[src/hdl/stsum_pkg.sv]
// ----------------------------------------------------------------------------
// Segment tree range sum: shared definitions
// Tree geometry, field widths and the command and status bundles that
// pass between the controller and the datapath.
// ----------------------------------------------------------------------------
`default_nettype none

package stsum_pkg;

   // Tree geometry: node 1 is the root, leaves are nodes LEAVES .. 2*LEAVES-1.
   localparam int LEAVES = 1024;
   localparam int LEAF_W = $clog2(LEAVES);
   localparam int NODE_W = LEAF_W + 1;
   localparam int NODES  = 2 * LEAVES;

   // Item field widths.
   localparam int POS_W = 10;
   localparam int VAL_W = 32;
   localparam int SUM_W = 42;

   // Range walk indexes carry headroom for the step past the last leaf.
   localparam int IDX_W = ((NODE_W > POS_W) ? NODE_W : POS_W) + 2;

   // Stream word widths.
   localparam int REQ_TDATA_W = 64;
   localparam int RSP_TDATA_W = 48;

   // Operation codes carried in req_tuser.
   localparam logic OP_ASSIGN = 1'b0;
   localparam logic OP_SUM    = 1'b1;

   // Commands from the controller, at most one active per cycle.
   typedef struct packed {
      logic load;        // capture the accepted word
      logic clear;       // zero one node of the clearing pass
      logic leaf_write;  // write the leaf, read its sibling
      logic up_step;     // write one ancestor sum, read the next sibling
      logic left_step;   // left end of the range walk
      logic right_step;  // right end of the range walk, then go up a level
      logic rsp_load;    // move the finished sum into the output register
   } stsum_cmd_type;

   // Status back to the controller.
   typedef struct packed {
      logic clear_last;  // clearing pass is at its last node
      logic op_sum;      // incoming word is a range sum
      logic pos_ok;      // incoming assign position lies inside the tree
      logic at_top;      // the ancestor being written is the root
      logic l_le_r;      // range walk still has nodes between its ends
      logic rsp_busy;    // output register holds a word that is not taken
   } stsum_status_type;

endpackage

`default_nettype wire

[src/hdl/stsum_ctrl.sv]
// ----------------------------------------------------------------------------
// Segment tree range sum: controller
// Sequences the clearing pass, the bottom-up assign walk and the two-ended
// range walk, and owns the input handshake.
// ----------------------------------------------------------------------------
`default_nettype none

module stsum_ctrl (
   input  wire logic                        clock,
   input  wire logic                        reset,
   input  wire logic                        req_tvalid,
   output logic                             req_tready,
   input  wire stsum_pkg::stsum_status_type status,
   output stsum_pkg::stsum_cmd_type         cmd
);

   import stsum_pkg::*;

   typedef enum logic [2:0] {
      S_CLEAR,
      S_IDLE,
      S_LEAF,
      S_UP,
      S_LEFT,
      S_RIGHT,
      S_DONE
   } state_type;

   state_type state_ff, state_in;
   logic      ready_ff, ready_in;
   logic      accept;

   assign accept     = req_tvalid & ready_ff;
   assign req_tready = ready_ff;

   // Next state and command decode.
   always_comb begin
      state_in = state_ff;
      ready_in = 1'b0;
      cmd      = '0;
      unique case (state_ff)
         S_CLEAR: begin
            cmd.clear = 1'b1;
            if (status.clear_last) begin
               state_in = S_IDLE;
               ready_in = 1'b1;
            end
         end
         S_IDLE: begin
            ready_in = 1'b1;
            if (accept) begin
               cmd.load = 1'b1;
               if (status.op_sum) begin
                  state_in = S_LEFT;
                  ready_in = 1'b0;
               end else if (status.pos_ok) begin
                  state_in = S_LEAF;
                  ready_in = 1'b0;
               end
            end
         end
         S_LEAF: begin
            cmd.leaf_write = 1'b1;
            state_in       = S_UP;
         end
         S_UP: begin
            cmd.up_step = 1'b1;
            if (status.at_top) begin
               state_in = S_IDLE;
               ready_in = 1'b1;
            end
         end
         S_LEFT: begin
            if (status.l_le_r) begin
               cmd.left_step = 1'b1;
               state_in      = S_RIGHT;
            end else begin
               state_in = S_DONE;
            end
         end
         S_RIGHT: begin
            cmd.right_step = 1'b1;
            state_in       = S_LEFT;
         end
         S_DONE: begin
            if (!status.rsp_busy) begin
               cmd.rsp_load = 1'b1;
               state_in     = S_IDLE;
               ready_in     = 1'b1;
            end
         end
         default: begin
            state_in = S_CLEAR;
         end
      endcase
   end

   // State and registered ready.
   always_ff @(posedge clock) begin
      if (reset) begin
         state_ff <= S_CLEAR;
         ready_ff <= 1'b0;
      end else begin
         state_ff <= state_in;
         ready_ff <= ready_in;
      end
   end

   // At most one datapath command is issued per cycle.
   assert property (@(posedge clock) disable iff (reset) $onehot0(cmd))
      else $error("stsum_ctrl: more than one command at once");

   // An accepted assign inside the tree starts with the leaf write.
   assert property (@(posedge clock) disable iff (reset)
      (accept && !status.op_sum && status.pos_ok) |=> (state_ff == S_LEAF))
      else $error("stsum_ctrl: assign did not start its leaf write");

   // A word is taken only while nothing else is in flight.
   assert property (@(posedge clock) disable iff (reset)
      ready_ff |-> (state_ff == S_IDLE))
      else $error("stsum_ctrl: ready outside the idle state");

endmodule

`default_nettype wire

[config.mk]
export PLATFORM = sky130hd
export DESIGN_NAME = stsum_ctrl
export DESIGN_NICKNAME = d
export VERILOG_FILES = /design/src/hdl/stsum_pkg.sv /design/src/hdl/stsum_ctrl.sv
export SDC_FILE = /design/constraint.sdc
export NUM_CORES = 1
export LEC_CHECK = 0
export BUFFER_PORTS_ARGS = -buffer_cell sky130_fd_sc_hd__buf_2
export CORE_AREA = 2 2 39 41
export CTS_CLUSTER_DIAMETER = 50
export DETAILED_ROUTE_END_ITERATION = 10
export DIE_AREA = 0 0 41 43
export GPL_ROUTABILITY_DRIVEN = 0
export GPL_TIMING_DRIVEN = 0
export PLACE_DENSITY = 0.6
export RECOVER_POWER = 100
export SYNTH_ARGS = -nofsm -noshare
export SYNTH_HDL_FRONTEND = slang
export SYNTH_SLANG_ARGS = --single-unit
[constraint.sdc]
create_clock -name clock -period 2.3 [get_ports clock]
set_clock_uncertainty 0.2 [all_clocks]
set_input_delay 0.46 -clock clock [delete_from_list [all_inputs] [get_ports clock]]
set_output_delay 0.46 -clock clock [all_outputs]
set_load 0.005 [all_outputs]
## Word level (Yosys, flattened, before mapping)

Index checks and enable logic that the tools add are counted.

| cells by class | value |
|---|---|
| reduce and logical (&&, ||, !) cells | 2 |
| equality and inequality tests | 11 |
| mux-type cells | 24 |
| bitwise operators | 1 |

Operator list:

| kind | count |
|---|---|
| $pmux W3 S7 | 1 |
| $mux W3 | 6 |
| $mux W1 | 15 |
| $eq A3 B3 Y1 const B | 3 |
| $ne A2 B2 Y1 const B | 4 |
| $eq A3 B2 Y1 const B | 2 |
| $reduce_and A5 Y1 | 1 |
| $pmux W1 S4 | 1 |
| $eq A3 B1 Y1 const B | 1 |
| $logic_not A3 Y1 | 1 |
| $ne A3 B3 Y1 const B | 1 |
| $mux W2 | 1 |
| $and A1 B1 Y1 | 1 |

| storage, ports and cells | value |
|---|---|
| input bits | 9 |
| register bits | 4 |
| word-level logic and storage cells | 40 |
| output and inout bits | 8 |

## Logic depth before layout (Yosys ltp)

Gate-level depths: netlist (run 1).

| logic depth | value |
|---|---|
| depth after elaboration | 4 |
| mapped depth | 5 |
| mapped depth without buffers | 4 |

## Worst setup path after synthesis (run 1)

No wires, ideal clock.

| timing path | value |
|---|---|
| path kind | register -> output |
| start | register state_ff[2] |
| end | output cmd[2] (netlist name) |
| data required time | 1.640 ns |
| setup slack | 0.719 ns |
| buffers on the path | 2 |
| stages on the path, launching flop included | 4 |
| arrival time | 0.921 ns |
| cells stage by stage | dfxtp_1 -> buf_4 -> clkbuf_1 -> and4bb_2 |

RTL lines:

| item | RTL line | source |
|---|---|---|
| from (decl) | stsum_ctrl.sv:29 | `state_type state_ff, state_in;` |
| from (signal assigned) | stsum_ctrl.sv:104 | `state_ff <= state_in;` |
| to (decl) | stsum_ctrl.sv:14 | `output stsum_pkg::stsum_cmd_type cmd` |

==> impl_metrics.toml, run 1 <==
[timing]
fin_crit_sh_pct = 89.6
setup_violations = 0
final_hold_viol_count = 0
fmax_mhz = 485
fin_crit_ns = 2.06
setup_tns_ns = 0
rsz0062_at_grt = "false"
tightest_slew_ns = 0.393
fin_hold_ws_ns = 0.223
relSlewSlack_pct = 73.6
drv_slew = 0

[clocking]
cts_root_buffer = "clkbuf_4"
cts_tree = "done"
htree_levels = 1
cts_num_sinks = 4
cts.repair.resized = 0
cts_setup_buffers = 0
clkSlewWorstSetupHoldPaths_ns = 0.04
postCtsHoldBufs = 0
numCtsBuffers = 3
clock_latency_ns = 0.23
clock_path_buffers = 2

[worst_hold_path]
holdCritStartpoint = "reset"
worstHoldPathType = "in -> reg"

[synthesis]
yosys-top-cells-area = "dfxtp_1, nor3_1, nand2_1"
synth_warnings = 0
ys.flop_type = "dfxtp_1"
synth_top_area_share_pct = 21.6
synth_cell_types = 28
syn_nets = 59
yosysTopAreaCell = "dfxtp_1"
syn-cell-area_um2 = 370
ys_async_sr_fraction_pct = 0
syn_inst = 50
synth-seq-area-share_pct = 21.6
synth_seq_cells = 4
synth-edff-count = 0
synth.avg_cell_area_um2 = 7.41

[global_routing]
antenna_found_initial = 0
grt_pass1_wl_mm = 1.50
gr-usage-all-layers_pct = 12.3
grt-ovfl-total = 0
grt_max_degree = 11
grt_pass1_vias = 363

[setup_path]
cp_max_fo = 10
critPathMostFrequentCell = "clkbuf_1"
crit_path_cell_trace = "buf_4 > clkbuf_1 > nor3b_1 > clkbuf_1"
crit_start = "state_ff[2]"
worstPathRequired_ns = 1.64
critPathSlowestCell = "clkbuf_1"
crit_arrival_ns = 1.40
startpoint_type = "flip-flop"
critPathMaxStageDelay_ns = 0.34
worst_setup_path_end_kind = "output pin"
r2r-start = "state_ff[1]"
critPathKind = "reg -> out"

[floorplan]
initial_core_util_pct = 26.8
die_h_um = 43
num_rows = 14
die_w_um = 41
ios = 17
core-area_um2 = 1380
dieArea_um2 = 1760

[place]
placedCellCount = 82
io_buffers = 16
dp_hpwl_um = 707

[drt]
drc = 0
wirelength_um = 934
routedWlPerCell_um = 11.0
drtIter0Drc = 6
avgViaCountPerCell = 4.89
vias = 416
drtPass1Iterations = 3
postRouteAntennaNets = 0

[pwr]
peakVddDrop_mv = 0.157
p_per_area_nw_per_um2 = 541
leakage_nw = 0.231

[layout]
final_nets = 80
antenna_cells = 0
drive_above_1_share_pct = 30.4
final_cells = 85
area_growth_pct = 30.7

[job]
maxCapViolCount = 0

[status]
status = "completed"
cell usage after synthesis, types with 2 or more instances:
| cell | n |
|---|---|
| nor2b_1 | 2 |
| nand2_1 | 5 |
| nor3_1 | 5 |
| dfxtp_1 | 4 |
| nor2_1 | 5 |
| and3_1 | 2 |
| o21ai_0 | 3 |
| buf_4 | 2 |
| inv_1 | 3 |
metal layers:
layer / track usage, % / vias up / part of all wire [%] / routed length (µm)
li1: - / 221 / - / -
met1: 17.3 / 186 / 50 / 466
met2: 15.9 / 9 / 45 / 424
met3: 1.57 / 0 / 4.5 / 42
met4: 10.0 / 0 / 0 / 0
met5: 0 / - / 0 / 0
placed cells by master, fill, tap and decap left out, types with 2 or more instances in the layout:
| master | netlist | routed |
|---|---|---|
| dfxtp_1 | 4 | 4 |
| nor2b_1 | 2 | 2 |
| nor3_1 | 5 | 5 |
| o21ai_0 | 3 | 3 |
| nand2_1 | 5 | 5 |
| and3_1 | 2 | 2 |
| clkbuf_1 | 1 | 6 |
| nor2_1 | 5 | 5 |
| buf_2 | 0 | 12 |
| inv_1 | 3 | 3 |
| clkbuf_4 | 0 | 3 |
registers in the layout, summed over array words and instances, names as in the netlist:
register    cells
state_ff        3
req_tready      1
critical path, delay by kind of cell, from the launching register on:
family	cells	cell delay [ns]
AND/OR/NAND/NOR	1	0.24
flip-flops	1	0.30
buffers and inverters	3	0.63
report_power, final:
| part | internal, mW | total, mW | switching, mW |
|---|---|---|---|
| registers | 0.0773 | 0.0832 | 0.00592 |
| clock network | 0.0583 | 0.0868 | 0.0284 |
| logic | 0.0431 | 0.0919 | 0.0488 |
per-stage QoR:
step | area (µm²) | total power [mW] | setup slack [ns] | utilization (%)
6_report | 484 | 0.262 | 0.240 | 35.0
5_1_grt | 484 | 0.280 | 0.124 | 35.0
4_1_cts | 493 | 0.269 | 0.223 | 35.6
3_5_place_dp | 470 | 0.179 | 0.495 | 34.0
3_3_place_gp | 470 | 0.179 | 0.480 | 34.0
2_1_floorplan | 370 | 0.149 | 0.719 | -
final timing paths:
kind                 end  slack [ns]  cells past startpoint
min          state_ff[2]        0.22                      2
max               cmd[1]        0.24                      4
max reg2reg   req_tready        0.66                      5
min reg2reg  state_ff[0]        0.46                      3
area by class of cell:
type	count	area (µm²)
Clock buffer	3	22.5
Multi-Input combinational cell	39	249
Fill cell	151	900
Timing Repair Buffer	16	75.1
Inverter	3	11.3
Buffer	4	26.3
Sequential cell	4	80.1
Tap cell	16	20.0
kinds of logic after synthesis:
| kind of cell | after synthesis | share of synthesized area, % |
|---|---|---|
| AND/OR/NAND/NOR | 26 | 39.5 |
| AO/OA/AOI/OAI | 12 | 25.0 |
| buffers and inverters | 7 | 11.1 |
| flip-flops | 4 | 21.6 |
| multiplexers | 1 | 2.70 |
(Power assumes the default switching activity.)
==> inputs of run 2 (changes only) <==
--- a/config.mk
+++ b/config.mk
@@ -5,6 +5,7 @@
 export SDC_FILE = /design/constraint.sdc
 export NUM_CORES = 1
 export LEC_CHECK = 0
+export ABC_AREA = 1
 export BUFFER_PORTS_ARGS = -buffer_cell sky130_fd_sc_hd__buf_2
 export CORE_AREA = 2 2 39 41
 export CTS_CLUSTER_DIAMETER = 50
@@ -12,7 +13,7 @@
 export DIE_AREA = 0 0 41 43
 export GPL_ROUTABILITY_DRIVEN = 0
 export GPL_TIMING_DRIVEN = 0
-export PLACE_DENSITY = 0.6
+export PLACE_DENSITY = 0.62
 export RECOVER_POWER = 100
 export SYNTH_ARGS = -nofsm -noshare
 export SYNTH_HDL_FRONTEND = slang
==> run 2 against run 1 <==
Net effect:
- wire length decreased by 1.5%
- combinational power rose to 3.7 times the previous value
- critical path type unchanged
- via count is 9.4% higher
- global-route usage down 0.26 points
- final area increased by 1.8%
- critical endpoint is now cmd[5]
- cell count is 20% higher
- clock power shrank 7.0%
- critical path depth rose by 1
- setup slack better by 0.12 ns
- sequential power grew 44%
==> impl_metrics.toml, run 2 <==
[status]
status = "completed"

[synthesis]
yosys-top-cells-area = "dfxtp_1, nand3_1, nand2_1"
synth_seq_cells = 4
synth_warnings = 0
synth_common_cells = "nand2_1, nor2_1, inv_1, nand3_1"
synth_top_area_share_pct = 20.2
syn-cell-area_um2 = 397
ys_async_sr_fraction_pct = 0
yosysTopAreaCell = "dfxtp_1"
syn_nets = 76
synth.avg_cell_area_um2 = 5.92
yosysMostFrequentCell = "nand2_1"
synth-seq-area-share_pct = 20.2
ys.flop_type = "dfxtp_1"
synth_cell_types = 15
syn_inst = 67
synth-edff-count = 0

[drt]
wirelength_um = 920
drtIter0Drc = 11
avgViaCountPerCell = 4.46
drtPass1Iterations = 2
routedWlPerCell_um = 9.02
postRouteAntennaNets = 0
drc = 0
vias = 455

[job]
maxCapViolCount = 0

[clocking]
cts_setup_buffers = 0
htree_levels = 1
numCtsBuffers = 3
cts_num_sinks = 4
clock_path_buffers = 2
cts_root_buffer = "clkbuf_4"
postCtsHoldBufs = 0
clock_latency_ns = 0.22
cts.repair.resized = 0
clkSlewWorstSetupHoldPaths_ns = 0.04
cts_tree = "done"

[place]
io_buffers = 16
dp_hpwl_um = 779

[timing]
fin_crit_sh_pct = 84.3
setup_tns_ns = 0
setup_violations = 0
fin_hold_ws_ns = 0.244
final_hold_viol_count = 0
fmax_mhz = 516
rsz0062_at_grt = "false"
relSlewSlack_pct = 81.4
tightest_slew_ns = 0.278
fin_crit_ns = 1.94
drv_slew = 0

[setup_path]
crit_start = "state_ff[1]"
cp_max_fo = 10
critPathSlowestCell = "dfxtp_1"
r2r-start = "state_ff[2]"
cp.buffers_inverters = 3
critPathKind = "reg -> out"
worst_setup_path_end_kind = "output pin"
critical_path.top_delay_family = "buffers and inverters"
crit_path_cell_trace = "clkbuf_2 > nor2_1 > nand2_1 > inv_1 > buf_2"
crit_arrival_ns = 1.28
worstPathRequired_ns = 1.64
critPathMaxStageDelay_ns = 0.28
startpoint_type = "flip-flop"

[global_routing]
grt_max_degree = 11
gr-usage-all-layers_pct = 12.1
grt_pass1_wl_mm = 1.48
grt_pass1_vias = 375
antenna_found_initial = 0
grt-ovfl-total = 0

[worst_hold_path]
holdCritStartpoint = "reset"
worstHoldPathType = "in -> reg"

[layout]
final_nets = 97
num-fill-cells = 170
drive_above_1_share_pct = 30.2
multi_input_comb_area_um2 = 243
largest_reg_flops = 3
top_register = "state_ff"
final_cell_mix = "nor2_1, buf_2, nand2_1, inv_1, nand3_1"
area_growth_pct = 24.3
seq_area_um2 = 80.1
antenna_cells = 0

[floorplan]
die_w_um = 41
die_h_um = 43
dieArea_um2 = 1760
initial_core_util_pct = 28.7
num_rows = 14
ios = 17
core-area_um2 = 1380

[pwr]
leakage_nw = 0.303
p_per_area_nw_per_um2 = 1100
peakVddDrop_mv = 0.506
run 2: logic make-up (layout without fill, tap and decap cells):
family	after synthesis	count (layout)	synth area share (%)
buf+inv	13	32	14.2
simple gates	45	45	58.4
flops	4	4	20.2
compound gates	5	5	7.26
run 2: layout make-up:
type	instances	area share, %
buffer	1	1.02
clock buffer	3	4.57
inverter	12	9.14
multi-input combinational	50	49.2
sequential	4	16.2
tap	16	4.06
timing repair buffer	16	15.7
run 2: path summary, 6_finish.rpt:
path                 end  slack [ns]  depth (start not counted)
max               cmd[5]        0.36                          5
min          state_ff[2]        0.24                          2
max reg2reg  state_ff[0]        0.67                          7
min reg2reg  state_ff[1]        0.51                          3
run 2: routing by layer:
layer | track usage [%] | share of wire, % | up-vias
met3 | 3.14 | 3.5 | 0
met2 | 18.1 | 51 | 8
met1 | 16.1 | 45 | 195
li1 | - | - | 252
met5 | 0 | 0 | -
met4 | 4.00 | 0 | 0
run 2: power by group:
group,switching [mW],leakage [nW],internal (mW)
combinational,0.214,0.256,0.127
sequential,0.0247,0.0331,0.0957
clock,0.0227,0.0138,0.0580
run 2: stage by stage:
step	instances	utilization [%]	power, mW	setup slack, ns	instance area [µm²]
floorplan	67	-	0.407	0.892	397
global placement	99	35.9	0.494	0.719	497
detailed placement	99	35.9	0.500	0.726	497
CTS	102	37.5	0.583	0.482	519
global route	102	35.6	0.599	0.259	493
finish	102	35.6	0.543	0.361	493
